## config.mk

```make
export PLATFORM = sky130hd
export DESIGN_NAME = sha256_hash_fixed_blocks_top
export DESIGN_NICKNAME = d
export VERILOG_FILES = /design/src/hw/rtl/sha_pkg.sv /design/src/hw/rtl/sha256_hash_fixed_blocks_top.sv /design/src/hw/rtl/sha_dp.sv /design/src/hw/rtl/sha_ctrl.sv
export SDC_FILE = /design/constraint.sdc
export NUM_CORES = 2
export LEC_CHECK = 0
export BUFFER_PORTS_ARGS = -buffer_cell sky130_fd_sc_hd__buf_4
export CORE_MARGIN = 1
export CORE_UTILIZATION = 26
export CTS_CLUSTER_SIZE = 25
export DETAILED_ROUTE_END_ITERATION = 12
export PLACE_DENSITY_LB_ADDON = 0.05
export SYNTH_ARGS = -nofsm -noshare
export SYNTH_HDL_FRONTEND = slang
export SYNTH_SLANG_ARGS = --single-unit
```

## constraint.sdc

```tcl
create_clock -name clk_i -period 30.1 [get_ports clk_i]
set_clock_uncertainty 0.15 [all_clocks]
set_input_delay 3.01 -clock clk_i [delete_from_list [all_inputs] [get_ports clk_i]]
set_output_delay 3.01 -clock clk_i [all_outputs]
set_load 0.05 [all_outputs]
```

## src/hw/rtl/sha_pkg.sv

```systemverilog
// Shared types, constants and helper functions for the SHA-256 block engine.
// Used by sha_ctrl, sha_dp, sha256_hash_fixed_blocks_top and the testbench; no dependencies.

package sha_pkg;

  localparam int unsigned WordW      = 32;
  localparam int unsigned BlockWords = 16;
  localparam int unsigned NumRounds  = 64;
  localparam int unsigned NumHash    = 8;

  localparam int unsigned PosW   = $clog2(BlockWords);
  localparam int unsigned RoundW = $clog2(NumRounds);
  localparam int unsigned HashW  = $clog2(NumHash);

  typedef logic [WordW-1:0] word_t;

  localparam word_t InitVector [NumHash] = '{
    32'h6a09e667, 32'hbb67ae85, 32'h3c6ef372, 32'ha54ff53a,
    32'h510e527f, 32'h9b05688c, 32'h1f83d9ab, 32'h5be0cd19
  };

  localparam word_t RoundK [NumRounds] = '{
    32'h428a2f98, 32'h71374491, 32'hb5c0fbcf, 32'he9b5dba5,
    32'h3956c25b, 32'h59f111f1, 32'h923f82a4, 32'hab1c5ed5,
    32'hd807aa98, 32'h12835b01, 32'h243185be, 32'h550c7dc3,
    32'h72be5d74, 32'h80deb1fe, 32'h9bdc06a7, 32'hc19bf174,
    32'he49b69c1, 32'hefbe4786, 32'h0fc19dc6, 32'h240ca1cc,
    32'h2de92c6f, 32'h4a7484aa, 32'h5cb0a9dc, 32'h76f988da,
    32'h983e5152, 32'ha831c66d, 32'hb00327c8, 32'hbf597fc7,
    32'hc6e00bf3, 32'hd5a79147, 32'h06ca6351, 32'h14292967,
    32'h27b70a85, 32'h2e1b2138, 32'h4d2c6dfc, 32'h53380d13,
    32'h650a7354, 32'h766a0abb, 32'h81c2c92e, 32'h92722c85,
    32'ha2bfe8a1, 32'ha81a664b, 32'hc24b8b70, 32'hc76c51a3,
    32'hd192e819, 32'hd6990624, 32'hf40e3585, 32'h106aa070,
    32'h19a4c116, 32'h1e376c08, 32'h2748774c, 32'h34b0bcb5,
    32'h391c0cb3, 32'h4ed8aa4a, 32'h5b9cca4f, 32'h682e6ff3,
    32'h748f82ee, 32'h78a5636f, 32'h84c87814, 32'h8cc70208,
    32'h90befffa, 32'ha4506ceb, 32'hbef9a3f7, 32'hc67178f2
  };

  localparam logic [PosW-1:0]   LastPos   = PosW'(BlockWords - 1);
  localparam logic [RoundW-1:0] LastRound = RoundW'(NumRounds - 1);
  localparam logic [HashW-1:0]  LastHash  = HashW'(NumHash - 1);

  typedef enum logic [3:0] {
    S_LOAD  = 4'b0001,
    S_ROUND = 4'b0010,
    S_FINAL = 4'b0100,
    S_OUT   = 4'b1000
  } sha_state_e;

  // Commands from the controller to the datapath.
  typedef struct packed {
    logic              load_word;
    logic              init_vars;
    logic              do_round;
    logic              feed_fwd;
    logic              reset_cv;
    logic [RoundW-1:0] round_idx;
    logic [HashW-1:0]  out_idx;
  } sha_cmd_t;

  function automatic word_t rotr(input word_t v, input int unsigned n);
    rotr = (v >> n) | (v << (WordW - n));
  endfunction

  function automatic word_t big_sigma0(input word_t v);
    big_sigma0 = rotr(v, 2) ^ rotr(v, 13) ^ rotr(v, 22);
  endfunction

  function automatic word_t big_sigma1(input word_t v);
    big_sigma1 = rotr(v, 6) ^ rotr(v, 11) ^ rotr(v, 25);
  endfunction

  function automatic word_t small_sigma0(input word_t v);
    small_sigma0 = rotr(v, 7) ^ rotr(v, 18) ^ (v >> 3);
  endfunction

  function automatic word_t small_sigma1(input word_t v);
    small_sigma1 = rotr(v, 17) ^ rotr(v, 19) ^ (v >> 10);
  endfunction

endpackage

```

## src/hw/rtl/sha256_hash_fixed_blocks_top.sv

```systemverilog
// Top level of the SHA-256 block engine over whole, pre-padded 512-bit blocks.
// Depends on sha_pkg, sha_ctrl and sha_dp.

// The engine takes a message as 32-bit big-endian words, one transaction per
// word, and treats every 16 words as one block. No padding or length block is
// added, so the caller must supply complete, already padded blocks. The
// last_in_message_i flag is looked at only on the 16th word of a block; when
// such a block completes, eight digest transactions follow, H0 first, with
// digest_last_o set on the eighth, and the chaining value returns to the
// SHA-256 initial vector. Timing: words are taken at one per cycle while the
// sender offers them during loading, then the single shared round unit runs
// the 64 rounds at one round per cycle, and the S_FINAL state then performs
// the feed-forward addition. The digest of a last block follows, and its
// delivery can be stretched by output back-pressure. The 16-word schedule
// window holds the block and expands it in place during the rounds, so no
// new word is accepted while a block is being compressed or while a digest
// is being delivered. The digest is read straight from the chaining-value
// registers, which stay stable until each word is taken.

module sha256_hash_fixed_blocks_top import sha_pkg::*; (
  input  logic               clk_i,
  input  logic               rst_ni,
  input  logic               in_valid_i,
  output logic               in_ready_o,
  input  logic [WordW-1:0]   message_word_i,
  input  logic               last_in_message_i,
  output logic               out_valid_o,
  input  logic               out_ready_i,
  output logic [WordW-1:0]   digest_word_o,
  output logic               digest_last_o
);

  sha_cmd_t cmd;

  // Controller: owns all counters and sequences the datapath.
  sha_ctrl u_ctrl (
    .clk_i       (clk_i),
    .rst_ni      (rst_ni),
    .in_valid_i  (in_valid_i),
    .last_i      (last_in_message_i),
    .in_ready_o  (in_ready_o),
    .out_valid_o (out_valid_o),
    .out_ready_i (out_ready_i),
    .out_last_o  (digest_last_o),
    .cmd_o       (cmd)
  );

  // Datapath: message schedule, round unit and chaining value.
  sha_dp u_dp (
    .clk_i          (clk_i),
    .rst_ni         (rst_ni),
    .cmd_i          (cmd),
    .message_word_i (message_word_i),
    .digest_word_o  (digest_word_o)
  );

endmodule

```

## src/hw/rtl/sha_dp.sv

```systemverilog
// Datapath of the SHA-256 engine: schedule window, working variables,
// chaining value and the shared round unit. Depends on sha_pkg.

module sha_dp import sha_pkg::*; (
  input  logic     clk_i,
  input  logic     rst_ni,
  input  sha_cmd_t cmd_i,
  input  word_t    message_word_i,
  output word_t    digest_word_o
);

  word_t w_q [BlockWords];
  word_t v_q [NumHash];
  word_t h_q [NumHash];

  word_t w_next;
  word_t w_in;
  word_t t1;
  word_t t2;
  word_t ch;
  word_t maj;

  // Next schedule word, taken from the 16-word sliding window.
  assign w_next = small_sigma1(w_q[BlockWords-2]) + w_q[BlockWords-7]
                + small_sigma0(w_q[1]) + w_q[0];
  assign w_in   = cmd_i.load_word ? message_word_i : w_next;

  assign ch  = (v_q[4] & v_q[5]) ^ (~v_q[4] & v_q[6]);
  assign maj = (v_q[0] & v_q[1]) ^ (v_q[0] & v_q[2]) ^ (v_q[1] & v_q[2]);
  assign t1  = v_q[7] + big_sigma1(v_q[4]) + ch + RoundK[cmd_i.round_idx] + w_q[0];
  assign t2  = big_sigma0(v_q[0]) + maj;

  always_ff @(posedge clk_i) begin
    if (cmd_i.load_word || cmd_i.do_round) begin
      for (int i = 0; i < BlockWords - 1; i++) begin
        w_q[i] <= w_q[i+1];
      end
      w_q[BlockWords-1] <= w_in;
    end
  end

  always_ff @(posedge clk_i) begin
    if (cmd_i.init_vars) begin
      for (int i = 0; i < NumHash; i++) begin
        v_q[i] <= h_q[i];
      end
    end else if (cmd_i.do_round) begin
      v_q[7] <= v_q[6];
      v_q[6] <= v_q[5];
      v_q[5] <= v_q[4];
      v_q[4] <= v_q[3] + t1;
      v_q[3] <= v_q[2];
      v_q[2] <= v_q[1];
      v_q[1] <= v_q[0];
      v_q[0] <= t1 + t2;
    end
  end

  always_ff @(posedge clk_i or negedge rst_ni) begin
    if (!rst_ni) begin
      for (int i = 0; i < NumHash; i++) begin
        h_q[i] <= InitVector[i];
      end
    end else if (cmd_i.reset_cv) begin
      for (int i = 0; i < NumHash; i++) begin
        h_q[i] <= InitVector[i];
      end
    end else if (cmd_i.feed_fwd) begin
      for (int i = 0; i < NumHash; i++) begin
        h_q[i] <= h_q[i] + v_q[i];
      end
    end
  end

  assign digest_word_o = h_q[cmd_i.out_idx];

endmodule

```

## src/hw/rtl/sha_ctrl.sv

```systemverilog
// Controller of the SHA-256 engine: word, round and digest counters and the
// state machine that sequences the datapath. Depends on sha_pkg.

module sha_ctrl import sha_pkg::*; (
  input  logic     clk_i,
  input  logic     rst_ni,
  input  logic     in_valid_i,
  input  logic     last_i,
  output logic     in_ready_o,
  output logic     out_valid_o,
  input  logic     out_ready_i,
  output logic     out_last_o,
  output sha_cmd_t cmd_o
);

  sha_state_e        state_q, state_d;
  logic [PosW-1:0]   pos_q, pos_d;
  logic [RoundW-1:0] round_q, round_d;
  logic [HashW-1:0]  idx_q, idx_d;
  logic              last_q, last_d;

  logic in_acc;
  logic out_acc;

  assign in_ready_o  = (state_q == S_LOAD);
  assign out_valid_o = (state_q == S_OUT);
  assign out_last_o  = (idx_q == LastHash);
  assign in_acc      = in_valid_i && in_ready_o;
  assign out_acc     = out_valid_o && out_ready_i;

  always_comb begin
    state_d = state_q;
    pos_d   = pos_q;
    round_d = round_q;
    idx_d   = idx_q;
    last_d  = last_q;
    cmd_o   = '0;
    cmd_o.round_idx = round_q;
    cmd_o.out_idx   = idx_q;

    case (state_q)
      S_LOAD: begin
        if (in_acc) begin
          cmd_o.load_word = 1'b1;
          pos_d = pos_q + 1'b1;
          if (pos_q == LastPos) begin
            cmd_o.init_vars = 1'b1;
            last_d  = last_i;
            round_d = '0;
            state_d = S_ROUND;
          end
        end
      end
      S_ROUND: begin
        cmd_o.do_round = 1'b1;
        round_d = round_q + 1'b1;
        if (round_q == LastRound) begin
          state_d = S_FINAL;
        end
      end
      S_FINAL: begin
        cmd_o.feed_fwd = 1'b1;
        idx_d = '0;
        state_d = last_q ? S_OUT : S_LOAD;
      end
      S_OUT: begin
        if (out_acc) begin
          idx_d = idx_q + 1'b1;
          if (idx_q == LastHash) begin
            cmd_o.reset_cv = 1'b1;
            state_d = S_LOAD;
          end
        end
      end
      default: begin
        state_d = S_LOAD;
      end
    endcase
  end

  always_ff @(posedge clk_i or negedge rst_ni) begin
    if (!rst_ni) begin
      state_q <= S_LOAD;
      pos_q   <= '0;
      round_q <= '0;
      idx_q   <= '0;
      last_q  <= 1'b0;
    end else begin
      state_q <= state_d;
      pos_q   <= pos_d;
      round_q <= round_d;
      idx_q   <= idx_d;
      last_q  <= last_d;
    end
  end

  a_no_overlap: assert property (@(posedge clk_i) disable iff (!rst_ni)
    !(in_ready_o && out_valid_o))
    else $error("input and output sides active together");

  a_block_start: assert property (@(posedge clk_i) disable iff (!rst_ni)
    (in_acc && pos_q == LastPos) |=> (state_q == S_ROUND && round_q == '0))
    else $error("compression did not start at round zero after a full block");

  a_round_end: assert property (@(posedge clk_i) disable iff (!rst_ni)
    (state_q == S_ROUND && round_q == LastRound) |=> (state_q == S_FINAL))
    else $error("feed-forward did not follow the last round");

  a_digest_end: assert property (@(posedge clk_i) disable iff (!rst_ni)
    (out_acc && out_last_o) |=> (state_q == S_LOAD && pos_q == '0))
    else $error("engine did not return to loading after the last digest word");

endmodule

```

==> results by group <==
Outcome
  • Status: finished with violations
  • Violations in the final reports: DRC

Yosys
  • Number of instances in the synthesized netlist: 6211
  • Most used flip-flop cell after synthesis: sky130_fd_sc_hd__edfxtp_1
  • Most common cell in the synthesized netlist: sky130_fd_sc_hd__nand2_1
  • Number of enable-type register cells in the synthesized netlist: 768
  • Warnings, synthesis: 0
  • Leading area contributor after synthesis: sky130_fd_sc_hd__edfxtp_1
  • Synth Area in XOR/XNOR: 7.61%
  • Mean post-synth cell area: 10.6 sq um
  • Multiplexer share of the synthesized area: 3.60%
  • FF+latch count, synth: 1042
  • Post-Synthesis Cell Area: 0.0658 sq mm
  • Number of unique standard cell types used by synthesis: 95
  • Synth Net Count: 6838
  • Adder and majority gate portion of the synthesized area: 13.8%
  • Sequential area share after synthesis: 45.7%
  • Largest family of logic cells by synthesized area: compound AO/OA/AOI/OAI gates
  • Share of async-settable or async-resettable flops after synthesis: 26.3%
  • Biggest area contributors in the synthesized netlist: sky130_fd_sc_hd__edfxtp_1 (35%), sky130_fd_sc_hd__ha_1 (7.5%), sky130_fd_sc_hd__fa_1 (5.9%), sky130_fd_sc_hd__dfstp_2 (5.5%), sky130_fd_sc_hd__nand2_1 (5.4%)
  • Compound-cell area share of the yosys netlist: 14.2%
  • Share of Yosys cell area claimed by the top area cell type: 35.0%
  • Most used standard cells in the synthesized netlist: sky130_fd_sc_hd__nand2_1 (952), sky130_fd_sc_hd__edfxtp_1 (768), sky130_fd_sc_hd__a21oi_1 (425)
  • Simple logic cell fraction of the synthesized area: 12.0%

Clocking
  • Count of instances resized after the clock tree is built: 0
  • Sinks on Clock Net: 1042
  • Clock transition at path regs: 0.06 ns
  • Clock latency at the later pin of the worst-skew pair: 0.79 ns
  • CTS H-tree lvls: 4
  • Cts hold-fix bufs: 0
  • Cts bufs inserted: 143
  • TritonCTS clock tree: done
  • Post CTS Setup Buffer Count: 0
  • Number of buffers between clock root and the deepest sink: 3
  • Clock root buffer master: sky130_fd_sc_hd__clkbuf_16

Timing
  • Period utilisation layout: 38.8%
  • Fin. max-slew vios: 0
  • Total Neg Setup Slack: 0 ns
  • Max Fclk: 85.5 MHz
  • Setup violators final: 0
  • Count of endpoints failing hold in the final timing report: 0
  • Slew at the pin closest to its max-slew limit: 1.25 ns
  • Worst hold margin: 0.251 ns
  • Worst slew margin: 16.0%
  • Minimum clock period: 11.69 ns
  • Setup repair after global routing missed its margin: false

Critical path
  • Most frequent cell on the critical path: sky130_fd_sc_hd__fa_1
  • Stage delay of the slowest cell on the critical path: 0.83 ns
  • Crit path launch type: register
  • Launching element of the worst setup path: u_ctrl.round_q[1]
  • End point of the critical path: u_dp.v_q[0][31]
  • Cell class contributing the biggest share of worst-path delay: compound AO/OA/AOI/OAI gates
  • Setup slack on the worst flop-to-flop path: 18.41 ns
  • Number of cells on the worst reg-to-reg path: 35
  • Data arrival at the endpoint of the critical path: 12.05 ns
  • Library cell contributing the largest single delay on the critical path: sky130_fd_sc_hd__dfrtp_1
  • Element type at the critical path end: register
  • R2r endpoint: u_dp.v_q[0][31]
  • Buffers plus inverters on the worst setup path: 3
  • Reg-to-Reg Start: u_ctrl.round_q[1]
  • WS Path Type: register to register
  • Worst path required time: 30.46 ns
  • Stages on the worst setup path: 35
  • Critical Path Fanout Max: 19

Cells and area
  • FILL cells: 26.0k
  • Layout Utilization: 29.8%
  • Area growth from synthesis to final layout: 13.8%
  • Total area of sequential cells: 0.0301 sq mm
  • Final net count: 6860
  • Ratio of cells with drive above 1 in the final layout: 10.8%
  • Combined area of the multi-input logic cells: 0.0338 sq mm

Detailed routing
  • Post-route antenna net violation count: 0
  • Drt pass-1 iters: 9
  • Routed WL: 266000 um
  • Routed wirelength normalized by instance count: 27.4 um
  • Remaining DRCs: 8
  • Iter 0 DRT Violations: 3888
  • Via-per-instance ratio: 4.96
  • Count of vias placed by the detailed router: 48.2k

Global route
  • Largest net degree at the start of global routing: 178
  • Met1 global-route usage: 31.6%
  • First-pass GRT wire length: 378000 um
  • Remaining global-route overflow: 0
  • Met3 GRT Util: 2.38%
  • Total global-route track usage: 20.6%
  • Most used routing layer: met1
  • Antenna violations before repair: 12
  • Met2 capacity usage during global routing: 31.0%
  • Via count of the first global-routing pass: 47.8k

Hold path
  • Hold path depth: 0
  • Type of the tightest min-delay check: register to register

Floorplanning
  • Floorplan die height: 505 um
  • Floorplan row count: 184
  • Initial Util: 26.2%
  • Area of the die: 0.255 sq mm
  • Core outline area: 0.251 sq mm
  • Ports placed on the boundary: 72
  • Die Wd: 505 um

Power
  • Static power due to leakage: 29.1 nW
  • Pwr per Cell Area: 119 mW/mm^2
  • Max rail drop VDD: 115 uV

Place
  • Detailed placer's ending HPWL: 202000 um
  • Port-buffer cells: 71
  • Gp weighted congestion: 0.880

Job
  • Max-capacitance violation count: 0
## cells by family (layout without fill, tap and decap cells)
logic type / count (synthesis) / after routing
buf+inv: 534 / 675
xor+xnor: 572 / 572
other cells: 0 / 2
compound gates: 1512 / 1512
fa+ha+maj: 616 / 616
simple gates: 1792 / 1792
flops: 1042 / 1042
mux: 143 / 143
## registers in the layout (all words and copies together) (netlist names)
name / cells
u_ctrl.pos_q: 4
u_ctrl.idx_q: 3
u_ctrl.round_q: 6
u_dp.h_q: 256
u_ctrl.state_q: 4
u_dp.w_q: 512
u_ctrl.last_q: 1
u_dp.v_q: 256
## worst min path at each step
stage	startpoint	endpoint	slack [ns]
finish	u_dp.w_q[2][10]	u_dp.w_q[1][10]	0.25
global route	u_dp.w_q[2][8]	u_dp.w_q[1][8]	0.26
floorplan	u_dp.w_q[11][0]	u_dp.w_q[10][0]	0.25
CTS	u_dp.w_q[2][8]	u_dp.w_q[1][8]	0.25
global placement	u_dp.w_q[5][1]	u_dp.w_q[4][1]	0.25
detailed placement	u_dp.w_q[11][10]	u_dp.w_q[10][10]	0.25
## through the flow
stage	cell area [sq um]	total power, W	cells	setup slack [ns]
final	74900	0.00889	9702	18.41
after global routing	74900	0.00958	9701	17.96
after CTS	74900	0.00900	9700	18.55
after detailed placement	70300	0.00723	9436	18.57
after global placement	70300	0.00727	9436	18.56
after floorplan	65800	0.00558	6211	14.35
## power breakdown
part           leakage, nW  internal [W]  switching, W
registers             10.2       0.00180      0.000160
clock network         2.24      0.000974      0.000711
logic                 16.7       0.00201       0.00323
total                 29.1       0.00479       0.00410
## cell type report
type | instances | area share (%)
antenna | 2 | 0.00668
timing repair buffer | 165 | 1.70
sequential | 1042 | 40.2
multi-input combinational | 4635 | 45.1
clock buffer | 206 | 5.38
inverter | 246 | 1.23
tap | 3348 | 5.59
clock inverter | 58 | 0.775
## routing by layer
| metal | wire, um | share of wire, % |
|---|---|---|
| met3 | 9600 | 3.6 |
| met4 | 4400 | 1.7 |
| met1 | 137000 | 51 |
| met2 | 116000 | 43 |
| met5 | 0 | 0 |
## cell usage in the layout (no fill, tap or decap), drive strengths merged, types with 18 or more instances in the layout
master	count
and3	34
xnor2	395
o21bai	33
o211ai	35
nor3	105
o21ai	470
dfstp	137
nand2	952
nand3	146
or2	19
o31ai	33
a311oi	23
ha	395
or3	32
a21boi	18
mux2	58
fa	195
dfrtp	137
o311ai	18
nor2b	42
mux4	69
a21oi	426
a31oi	64
nor2	299
buf	165
a21o	158
clkinv	49
maj3	26
edfxtp	768
o21a	43
inv	249
clkbuf	206
a211oi	50
nand4	20
xor2	177
nand2b	64
Power figures use the tool's default switching activity.
